==> config.mk <==
export PLATFORM = sky130hd
export DESIGN_NAME = mips_epilogue_frame_scanner
export DESIGN_NICKNAME = d
export VERILOG_FILES = /design/src/hdl/mefs_pkg.sv /design/src/hdl/mefs_front.sv /design/src/hdl/mefs_queue.sv /design/src/hdl/mefs_back.sv /design/src/hdl/mips_epilogue_frame_scanner.sv
export SDC_FILE = /design/constraint.sdc
export NUM_CORES = 1
export LEC_CHECK = 0
export ABC_AREA = 1
export ABC_CLOCK_PERIOD_IN_PS = 6600
export BUFFER_PORTS_ARGS = -buffer_cell sky130_fd_sc_hd__buf_2
export CORE_ASPECT_RATIO = 0.8
export CORE_MARGIN = 2
export CORE_UTILIZATION = 36
export DETAILED_ROUTE_END_ITERATION = 6
export PLACE_DENSITY = 0.52
export SYNTH_ARGS = -nofsm -noshare
export SYNTH_HDL_FRONTEND = slang
export SYNTH_SLANG_ARGS = --single-unit
==> constraint.sdc <==
create_clock -name clk_i -period 6.6 [get_ports clk_i]
set_clock_uncertainty 0.05 [all_clocks]
set_input_delay 0.99 -clock clk_i [delete_from_list [all_inputs] [get_ports clk_i]]
set_output_delay 0.99 -clock clk_i [all_outputs]
set_load 0.05 [all_outputs]
==> src/hdl/mefs_pkg.sv <==
// ----------------------------------------------------------------------------
// mefs_pkg
// Shared types and constants for the epilogue frame scanner.
// ----------------------------------------------------------------------------
package mefs_pkg;

  localparam int unsigned AddrW   = 30;
  localparam int unsigned InstrW  = 32;
  localparam int unsigned ImmW    = 16;
  localparam int unsigned SizeW   = 32;
  localparam int unsigned InDataW  = 64;  // addr + instr, byte padded
  localparam int unsigned OutDataW = 56;  // 16 + 32 + 1 + 1, byte padded

  localparam int unsigned QueueDepthDefault = 4;

  localparam logic [AddrW-1:0] EndWordReset = 30'd8126464;

  localparam logic [InstrW-1:0] OpMask     = 32'hffff0000;
  localparam logic [InstrW-1:0] OpLwRa     = 32'h8fbf0000;
  localparam logic [InstrW-1:0] OpLdRa     = 32'hdfbf0000;
  localparam logic [InstrW-1:0] OpLqRa     = 32'h7bbf0000;
  localparam logic [InstrW-1:0] OpAddiuSp  = 32'h27bd0000;
  localparam logic [InstrW-1:0] OpAdduSp   = 32'h03a1e821;
  localparam logic [InstrW-1:0] OpLuiAt    = 32'h3c010000;
  localparam logic [InstrW-1:0] OpOriAtAt  = 32'h34210000;
  localparam logic [InstrW-1:0] OpOriAtZr  = 32'h34010000;
  localparam logic [InstrW-1:0] OpJrRa     = 32'h03e00008;

  typedef enum logic [2:0] {
    KIND_NONE,
    KIND_RELOAD,
    KIND_ADDIU,
    KIND_ADDU,
    KIND_LUI,
    KIND_ORI_AT,
    KIND_ORI_ZERO,
    KIND_JR
  } kind_e;

  // One classified word as it sits in the queue.
  typedef struct packed {
    logic            start;
    kind_e           kind;
    logic [ImmW-1:0] imm;
    logic            past_end;   // word_addr >= end word
    logic            last_word;  // word_addr + 1 >= end word
  } item_t;

  typedef struct packed {
    logic              found_reload;
    logic              frame_ok;
    logic [SizeW-1:0]  frame_size;
    logic [ImmW-1:0]   reload_off;
  } result_t;

endpackage

==> src/hdl/mefs_front.sv <==
// ----------------------------------------------------------------------------
// mefs_front
// Holds the end-word register and classifies each incoming instruction word.
// ----------------------------------------------------------------------------
module mefs_front (
  input  logic                        clk_i,
  input  logic                        rst_ni,
  input  logic                        cfg_we_i,
  input  logic [mefs_pkg::AddrW-1:0]  cfg_wdata_i,
  input  logic                        start_req_i,
  input  logic [mefs_pkg::AddrW-1:0]  word_addr_i,
  input  logic [mefs_pkg::InstrW-1:0] instr_i,
  output mefs_pkg::item_t             item_o
);

  logic [mefs_pkg::AddrW-1:0]  end_word_q;
  logic [mefs_pkg::InstrW-1:0] op_hi;
  logic [mefs_pkg::AddrW:0]    addr_inc;

  always_ff @(posedge clk_i or negedge rst_ni) begin
    if (!rst_ni) begin
      end_word_q <= mefs_pkg::EndWordReset;
    end else if (cfg_we_i) begin
      end_word_q <= cfg_wdata_i;
    end
  end

  assign op_hi    = instr_i & mefs_pkg::OpMask;
  assign addr_inc = {1'b0, word_addr_i} + {{mefs_pkg::AddrW{1'b0}}, 1'b1};

  always_comb begin
    item_o.start     = start_req_i;
    item_o.imm       = instr_i[mefs_pkg::ImmW-1:0];
    item_o.past_end  = (word_addr_i >= end_word_q);
    item_o.last_word = (addr_inc >= {1'b0, end_word_q});
    // same priority as the scan applies
    if (op_hi == mefs_pkg::OpLwRa || op_hi == mefs_pkg::OpLdRa ||
        op_hi == mefs_pkg::OpLqRa) begin
      item_o.kind = mefs_pkg::KIND_RELOAD;
    end else if (op_hi == mefs_pkg::OpAddiuSp) begin
      item_o.kind = mefs_pkg::KIND_ADDIU;
    end else if (instr_i == mefs_pkg::OpAdduSp) begin
      item_o.kind = mefs_pkg::KIND_ADDU;
    end else if (op_hi == mefs_pkg::OpLuiAt) begin
      item_o.kind = mefs_pkg::KIND_LUI;
    end else if (op_hi == mefs_pkg::OpOriAtAt) begin
      item_o.kind = mefs_pkg::KIND_ORI_AT;
    end else if (op_hi == mefs_pkg::OpOriAtZr) begin
      item_o.kind = mefs_pkg::KIND_ORI_ZERO;
    end else if (instr_i == mefs_pkg::OpJrRa) begin
      item_o.kind = mefs_pkg::KIND_JR;
    end else begin
      item_o.kind = mefs_pkg::KIND_NONE;
    end
  end

endmodule

==> src/hdl/mefs_queue.sv <==
// ----------------------------------------------------------------------------
// mefs_queue
// Short FIFO of classified words between the front and the back.
// ----------------------------------------------------------------------------
module mefs_queue #(
  parameter int unsigned Depth = mefs_pkg::QueueDepthDefault
) (
  input  logic                      clk_i,
  input  logic                      rst_ni,
  input  logic                      push_i,
  input  mefs_pkg::item_t           push_item_i,
  input  logic                      pop_i,
  output mefs_pkg::item_t           head_o,
  output logic                      full_o,
  output logic                      empty_o,
  output logic [$clog2(Depth+1)-1:0] count_o
);

  localparam int unsigned PtrW = (Depth > 1) ? $clog2(Depth) : 1;
  localparam int unsigned CntW = $clog2(Depth+1);
  localparam logic [PtrW-1:0] LastPtr = PtrW'(Depth - 1);

  mefs_pkg::item_t slots_q [Depth];
  logic [PtrW-1:0] wr_ptr_q, rd_ptr_q;
  logic [CntW-1:0] count_q;

  assign full_o  = (count_q == CntW'(Depth));
  assign empty_o = (count_q == '0);
  assign count_o = count_q;
  assign head_o  = slots_q[rd_ptr_q];

  always_ff @(posedge clk_i) begin
    if (push_i) begin
      slots_q[wr_ptr_q] <= push_item_i;
    end
  end

  always_ff @(posedge clk_i or negedge rst_ni) begin
    if (!rst_ni) begin
      wr_ptr_q <= '0;
      rd_ptr_q <= '0;
      count_q  <= '0;
    end else begin
      if (push_i) begin
        wr_ptr_q <= (wr_ptr_q == LastPtr) ? '0 : wr_ptr_q + PtrW'(1);
      end
      if (pop_i) begin
        rd_ptr_q <= (rd_ptr_q == LastPtr) ? '0 : rd_ptr_q + PtrW'(1);
      end
      if (push_i && !pop_i) begin
        count_q <= count_q + CntW'(1);
      end else if (pop_i && !push_i) begin
        count_q <= count_q - CntW'(1);
      end
    end
  end

endmodule

==> src/hdl/mefs_back.sv <==
// ----------------------------------------------------------------------------
// mefs_back
// Scan state: applies classified words, detects the end of a scan and holds
// the result in an output register.
// ----------------------------------------------------------------------------
module mefs_back (
  input  logic             clk_i,
  input  logic             rst_ni,
  input  logic             item_valid_i,
  input  mefs_pkg::item_t  item_i,
  output logic             item_pop_o,
  output logic             res_valid_o,
  input  logic             res_ready_i,
  output mefs_pkg::result_t res_o
);

  logic                        active_q, active_d;
  logic                        seen_rel_q, seen_rel_d;
  logic                        seen_adj_q, seen_adj_d;
  logic                        seen_up_q, seen_up_d;
  logic                        seen_lo_q, seen_lo_d;
  logic [mefs_pkg::ImmW-1:0]   upper_q, upper_d;
  logic [mefs_pkg::ImmW-1:0]   lower_q, lower_d;
  logic [mefs_pkg::ImmW-1:0]   reload_q, reload_d;
  logic [mefs_pkg::SizeW-1:0]  adjust_q, adjust_d;
  logic                        slot_q, slot_d;
  logic                        was_slot, finish;
  logic                        res_valid_q;
  mefs_pkg::result_t           res_q, res_d;
  logic [mefs_pkg::SizeW-1:0]  size;

  assign item_pop_o  = item_valid_i && (!res_valid_q || res_ready_i);
  assign res_valid_o = res_valid_q;
  assign res_o       = res_q;

  always_comb begin
    active_d   = active_q;
    seen_rel_d = seen_rel_q;
    seen_adj_d = seen_adj_q;
    seen_up_d  = seen_up_q;
    seen_lo_d  = seen_lo_q;
    upper_d    = upper_q;
    lower_d    = lower_q;
    reload_d   = reload_q;
    adjust_d   = adjust_q;
    slot_d     = slot_q;
    was_slot   = 1'b0;
    finish     = 1'b0;
    if (item_pop_o) begin
      if (item_i.start) begin
        active_d   = 1'b1;
        seen_rel_d = 1'b0;
        seen_adj_d = 1'b0;
        seen_up_d  = 1'b0;
        seen_lo_d  = 1'b0;
        upper_d    = '0;
        lower_d    = '0;
        reload_d   = '0;
        adjust_d   = '1;
        slot_d     = 1'b0;
      end
      if (active_d) begin
        if (!slot_d && item_i.past_end) begin
          finish = 1'b1;
        end else begin
          was_slot = slot_d;
          case (item_i.kind)
            mefs_pkg::KIND_RELOAD: begin
              reload_d   = item_i.imm;
              seen_rel_d = 1'b1;
            end
            mefs_pkg::KIND_ADDIU: begin
              adjust_d   = {{(mefs_pkg::SizeW-mefs_pkg::ImmW){item_i.imm[mefs_pkg::ImmW-1]}},
                            item_i.imm};
              seen_adj_d = 1'b1;
            end
            mefs_pkg::KIND_ADDU: begin
              adjust_d   = '0;
              seen_adj_d = 1'b1;
            end
            mefs_pkg::KIND_LUI: begin
              upper_d   = item_i.imm;
              lower_d   = '0;
              seen_up_d = 1'b1;
            end
            mefs_pkg::KIND_ORI_AT: begin
              lower_d   = item_i.imm;
              seen_lo_d = 1'b1;
            end
            mefs_pkg::KIND_ORI_ZERO: begin
              lower_d   = item_i.imm;
              upper_d   = '0;
              seen_lo_d = 1'b1;
            end
            default: ;
          endcase
          if (seen_rel_d && seen_adj_d) begin
            finish = 1'b1;
          end else if (item_i.kind == mefs_pkg::KIND_JR) begin
            slot_d = 1'b1;
          end else if (was_slot || item_i.last_word) begin
            finish = 1'b1;
          end
        end
        if (finish) begin
          active_d = 1'b0;
        end
      end
    end
  end

  // addu form: size comes from the lui/ori pair
  always_comb begin
    size = adjust_d;
    if (adjust_d == '0 && (seen_up_d || seen_lo_d)) begin
      size = {upper_d, lower_d};
    end
    res_d.reload_off   = reload_d;
    res_d.frame_size   = size;
    res_d.frame_ok     = (size != '0) && !size[mefs_pkg::SizeW-1];
    res_d.found_reload = seen_rel_d;
  end

  always_ff @(posedge clk_i) begin
    if (finish) begin
      res_q <= res_d;
    end
  end

  always_ff @(posedge clk_i or negedge rst_ni) begin
    if (!rst_ni) begin
      active_q    <= 1'b0;
      seen_rel_q  <= 1'b0;
      seen_adj_q  <= 1'b0;
      seen_up_q   <= 1'b0;
      seen_lo_q   <= 1'b0;
      upper_q     <= '0;
      lower_q     <= '0;
      reload_q    <= '0;
      adjust_q    <= '1;
      slot_q      <= 1'b0;
      res_valid_q <= 1'b0;
    end else begin
      active_q   <= active_d;
      seen_rel_q <= seen_rel_d;
      seen_adj_q <= seen_adj_d;
      seen_up_q  <= seen_up_d;
      seen_lo_q  <= seen_lo_d;
      upper_q    <= upper_d;
      lower_q    <= lower_d;
      reload_q   <= reload_d;
      adjust_q   <= adjust_d;
      slot_q     <= slot_d;
      if (finish) begin
        res_valid_q <= 1'b1;
      end else if (res_ready_i) begin
        res_valid_q <= 1'b0;
      end
    end
  end

endmodule

==> src/hdl/mips_epilogue_frame_scanner.sv <==
// ----------------------------------------------------------------------------
// mips_epilogue_frame_scanner
// Scans MIPS instruction words for a function epilogue and reports the
// return-address slot offset and the frame size.
//
// Channel   Dir  Handshake                   Payload
// s_axis    in   s_axis_tvalid/tready        tuser: start_req; tdata: addr, instr
// m_axis    out  m_axis_tvalid/tready        tdata: offset, size, ok, found
// cfg       in   cfg_we_i (no stall)         cfg_wdata_i: scan end word
//
// One word per cycle sustained while m_axis is not stalled: the front decodes
// in the accept cycle, the back applies one queued word per cycle. Results are
// held in the back's output register. A stalled m_axis stops the back; the
// queue (QueueDepth entries) then fills and drops s_axis_tready. Reset clears
// all control state; the end word returns to 0x7c0000.
// ----------------------------------------------------------------------------
module mips_epilogue_frame_scanner #(
  parameter int unsigned QueueDepth = mefs_pkg::QueueDepthDefault
) (
  input  logic                          clk_i,
  input  logic                          rst_ni,
  input  logic                          cfg_we_i,
  input  logic [mefs_pkg::AddrW-1:0]    cfg_wdata_i,
  input  logic                          s_axis_tvalid,
  output logic                          s_axis_tready,
  // [29:0] word_addr, [61:30] instr, [63:62] zero
  input  logic [mefs_pkg::InDataW-1:0]  s_axis_tdata,
  // [0] start_req
  input  logic                          s_axis_tuser,
  output logic                          m_axis_tvalid,
  input  logic                          m_axis_tready,
  // [15:0] reload_off, [47:16] frame_size, [48] frame_ok, [49] found_reload,
  // [55:50] zero
  output logic [mefs_pkg::OutDataW-1:0] m_axis_tdata
);

  localparam int unsigned CntW = $clog2(QueueDepth+1);

  mefs_pkg::item_t   front_item, head_item;
  mefs_pkg::result_t result;
  logic              q_full, q_empty, push, pop;
  logic [CntW-1:0]   q_count;

  assign s_axis_tready = !q_full;
  assign push          = s_axis_tvalid && !q_full;

  mefs_front u_front (
    .clk_i       (clk_i),
    .rst_ni      (rst_ni),
    .cfg_we_i    (cfg_we_i),
    .cfg_wdata_i (cfg_wdata_i),
    .start_req_i (s_axis_tuser),
    .word_addr_i (s_axis_tdata[mefs_pkg::AddrW-1:0]),
    .instr_i     (s_axis_tdata[mefs_pkg::AddrW +: mefs_pkg::InstrW]),
    .item_o      (front_item)
  );

  mefs_queue #(
    .Depth (QueueDepth)
  ) u_queue (
    .clk_i       (clk_i),
    .rst_ni      (rst_ni),
    .push_i      (push),
    .push_item_i (front_item),
    .pop_i       (pop),
    .head_o      (head_item),
    .full_o      (q_full),
    .empty_o     (q_empty),
    .count_o     (q_count)
  );

  mefs_back u_back (
    .clk_i        (clk_i),
    .rst_ni       (rst_ni),
    .item_valid_i (!q_empty),
    .item_i       (head_item),
    .item_pop_o   (pop),
    .res_valid_o  (m_axis_tvalid),
    .res_ready_i  (m_axis_tready),
    .res_o        (result)
  );

  assign m_axis_tdata = {{(mefs_pkg::OutDataW - $bits(mefs_pkg::result_t)){1'b0}}, result};

  // queue occupancy tracks transactions in and out
  assert property (@(posedge clk_i) disable iff (!rst_ni)
    ##1 (q_count == $past(q_count) + CntW'($past(push)) - CntW'($past(pop))))
    else $error("queue count out of step with push/pop");

  assert property (@(posedge clk_i) disable iff (!rst_ni)
    m_axis_tvalid |-> (m_axis_tdata[48] ==
      (m_axis_tdata[47:16] != '0 && !m_axis_tdata[47])))
    else $error("frame_ok does not match frame_size");

  assert property (@(posedge clk_i) disable iff (!rst_ni)
    (m_axis_tvalid && !m_axis_tdata[49]) |-> (m_axis_tdata[15:0] == '0))
    else $error("reload offset set without a reload");

endmodule

==> qor.csv <==
stage,metric,value,unit
finish,final_area,15700,sq um
worst_setup_path,critPathMaxStageDelay,620,ps
global_routing,use_met1,27.0,%
clocking,cts_resized,0,
clocking,root_buffer,clkbuf_16,
global_routing,busiest_layer,met2,
finish,drive_above_1_share,18.6,%
detailed_routing,viasPerCell,4.84,
worst_setup_path,cp.required,6980,ps
sta,fin_crit_sh,70.8,%
sta,finalSetupTns,0,ps
finish,multi_input_comb_area,5210,sq um
worst_setup_path,worstPathArrival,5060,ps
floorplan,die_h,177,microns
worst_setup_path,start_kind,flop,
global_routing,grt_max_degree,63,
global_routing,grt_antenna_before_repair,2,
sta,finalCriticalPeriod,4680,ps
floorplan,core_area,37000,sq um
worst_hold_path,min_path_type,input port to asynchronous set/reset pin,
yosys,synthArstFlopShare,47.3,%
power_and_ir_drop,peakVddDrop,0.301,mV
yosys,yosys_warnings,0,
clocking,clock_path_buffers,3,
finish,fillers,3618,
yosys,yosysSeqAreaShare,53.9,%
yosys,syn_area,13500,sq um
floorplan,initial_core_util,36.5,%
yosys,synthFlopType,edfxtp_1,
yosys,avgSynthCellArea,9.27,sq um
yosys,synth_enable_flop_cells,138,
worst_setup_path,crit_chain,inv_2 -> nand2_1 -> nand2_1 -> nand2_1 -> nand2_2 -> nor2_1 -> a21oi_2 -> nand2_2 -> nand3_1 -> nand2_1 -> nand2_1 -> nor2_1 -> nand3_2 -> nor2_4 -> nand3_1 -> nand2_1 -> nor2_1 -> nand2_1 -> nor2_1 -> nand2_1 -> nor2_1 -> nor2_1,
sta,slew_viol_final,0,
finish,area_delta_synth_final,16.4,%
detailed_routing,drc_errors,0,
global_routing,grt_use_total,18.1,%
detailed_routing,routed_wl,34600,microns
detailed_routing,wl_per_cell,16.3,microns
clocking,clk_pin_slew,60,ps
global_routing,met2_usage,27.7,%
clocking,cts_tree,done,
sta,relSlewSlack,28.0,%
yosys,synth.largest_area_cell,edfxtp_1,
worst_setup_path,cpMostUsedCell,nand2_1,
finish,fin_util,42.5,%
power_and_ir_drop,cellPowerDensity,504,nW/um^2
clocking,ctsHoldBuffers,0,
worst_setup_path,crit_slowest_cell,nor2_4,
global_routing,overflow,0,
clocking,clock_latency,570,ps
detailed_routing,drt_pre_antenna_iters,4,
yosys,synth.area.top_cells,"edfxtp_1 (31%), dfrtp_1 (16%), nand2_1 (8.7%), dfstp_2 (7.2%), ha_1 (6.2%)",
global_routing,met3_usage,2.90,%
placed_design,io_buffers,149,
worst_setup_path,crit_path_end_kind,flop,
floorplan,dieWidth,221,microns
yosys,synth_commonest_cells,"nand2_1 (313), inv_1 (197), edfxtp_1 (138)",
yosys,synth_top_area_share,30.6,%
clocking,h-tree-depth,1,
finish,antenna_cells,0,
yosys,yosysUniqueCellTypes,57,
worst_setup_path,crit_type,flop to flop,
clocking,numCtsBuffers,29,
global_routing,grt_pass1_wl,55000,microns
run_status,outcome,completed,
sta,clock.fmax,214,MHz
power_and_ir_drop,p_leak,6.88,nW
detailed_routing,ant_nets,0,
yosys,ys_ff_latch,262,
floorplan,die_area,39200,sq um
global_routing,grt_pass1_vias,9778,
job,maxCapViolations,0,
clocking,cts_setup_buffers,0,
power_and_ir_drop,total_power,7.94,mW
clocking,cts.sinks,262,
worst_setup_path,crit_path_start,u_queue.rd_ptr_q[0],
detailed_routing,via_count,10260,
worst_setup_path,crit_fanout,32,
worst_setup_path,reg2reg_from,u_queue.rd_ptr_q[0],
yosys,yosysMostFrequentCell,nand2_1,
floorplan,ioPinCount,158,
finish,area.sequential,7290,sq um
floorplan,rows,63,
sta,rsz0062_at_grt,false,
sta,setup_viol,0,
sta,hold_viol,0,
placed_design,gp_congestion,0.806,
yosys,synth_cells,1460,
finish,final_nets,1777,
placed_design,placed_area,14700,sq um
placed_design,dpl.hpwl,24500,microns
detailed_routing,first_iter_violations,746,
sta,tightest_slew,1070,ps
## kinds of logic after synthesis
logic type	Yosys count	synth area share, %
fa+ha+maj	68	6.34
buf+inv	254	7.90
mux	1	0.0832
xor+xnor	26	1.68
simple gates	627	20.5
compound gates	221	9.53
flops	262	53.9
other cells	1	0.0277
## where the power goes
part / leakage [nW] / internal, mW / switching (mW)
Combinational: 3.59 / 0.859 / 2.71
Sequential: 2.79 / 2.47 / 0.167
Clock: 0.497 / 1.06 / 0.674
## path summary, 6_finish.rpt
check | cells after the start | end | slack (ps)
min in group clk_i | 2 | u_back.seen_lo_q | 430
min | 1 | u_front.end_word_q[9] | 350
min reg2reg | 2 | u_back.seen_lo_q | 430
max in group asynchronous | 2 | u_queue.count_o[1] | 4920
max | 22 | u_back.res_o[48] | 1920
max reg2reg | 22 | u_back.res_o[48] | 1920
## per-layer routing
metal,wire [microns],share of wire [%],vias up
met5,27,0.078,-
met4,627,1.8,4
met3,1540,4.4,48
met2,15100,44,199
met1,17400,50,4838
li1,-,-,5171
## registers in the layout, indices dropped and copies added, names as in the netlist
| signal | flops |
|---|---|
| u_back.seen_rel_q | 1 |
| u_front.end_word_q | 30 |
| u_back.seen_lo_q | 1 |
| u_back.seen_up_q | 1 |
| u_queue.count_o | 3 |
| u_back.adjust_q | 32 |
| u_back.slot_q | 1 |
| u_back.active_q | 1 |
| u_queue.slots_q | 88 |
| u_back.reload_q | 16 |
| u_back.res_valid_o | 1 |
| u_back.upper_q | 16 |
| u_queue.wr_ptr_q | 2 |
| u_back.lower_q | 16 |
| u_back.seen_adj_q | 1 |
| u_queue.rd_ptr_q | 2 |
| u_back.res_o | 50 |
## layout by cell type, fill, tap and decap left out, drive strengths merged, types with 3 or more instances in the layout
cell type,Yosys,layout
o211ai,4,4
xnor2,9,9
dfrtp,87,87
xor2,17,17
o22ai,23,23
nor3,13,13
a22oi,6,6
bufinv,0,6
nor4,13,13
nor2,131,131
clkinv,2,11
inv,202,203
ha,67,67
clkbuf,16,37
nand4,24,24
edfxtp,138,138
conb,1,6
dfstp,37,37
o21ai,108,108
or2,21,21
buf,34,163
a21oi,54,54
a22o,9,9
nand3,98,98
nand2,323,323
o21bai,3,3
## worst max-delay path, delay by kind of cell, from the launching register on
| kind | cells | cell delay (ps) |
|---|---|---|
| compound gates | 1 | 170 |
| flops | 1 | 610 |
| buf+inv | 1 | 160 |
| simple gates | 20 | 3540 |
## metrics by stage
step / hold WS [ps] / cells / worst slack [ps]
floorplan: 395 / 1465 / 2240
global placement: 411 / 2065 / 1670
detailed placement: 414 / 2065 / 1620
CTS: 360 / 2119 / 1980
global route: 377 / 2119 / 1580
finish: 352 / 2119 / 1920
## cell type report
cell class / count / share of cell area (%)
well taps: 487 / 3.87
flip-flops and latches: 262 / 46.3
repair buffers: 163 / 5.42
clock inverters: 17 / 1.53
clock buffers: 37 / 4.93
multi-input cells: 949 / 33.1
inverters: 204 / 4.88
No activity file was read; power rests on OpenSTA's default activity.
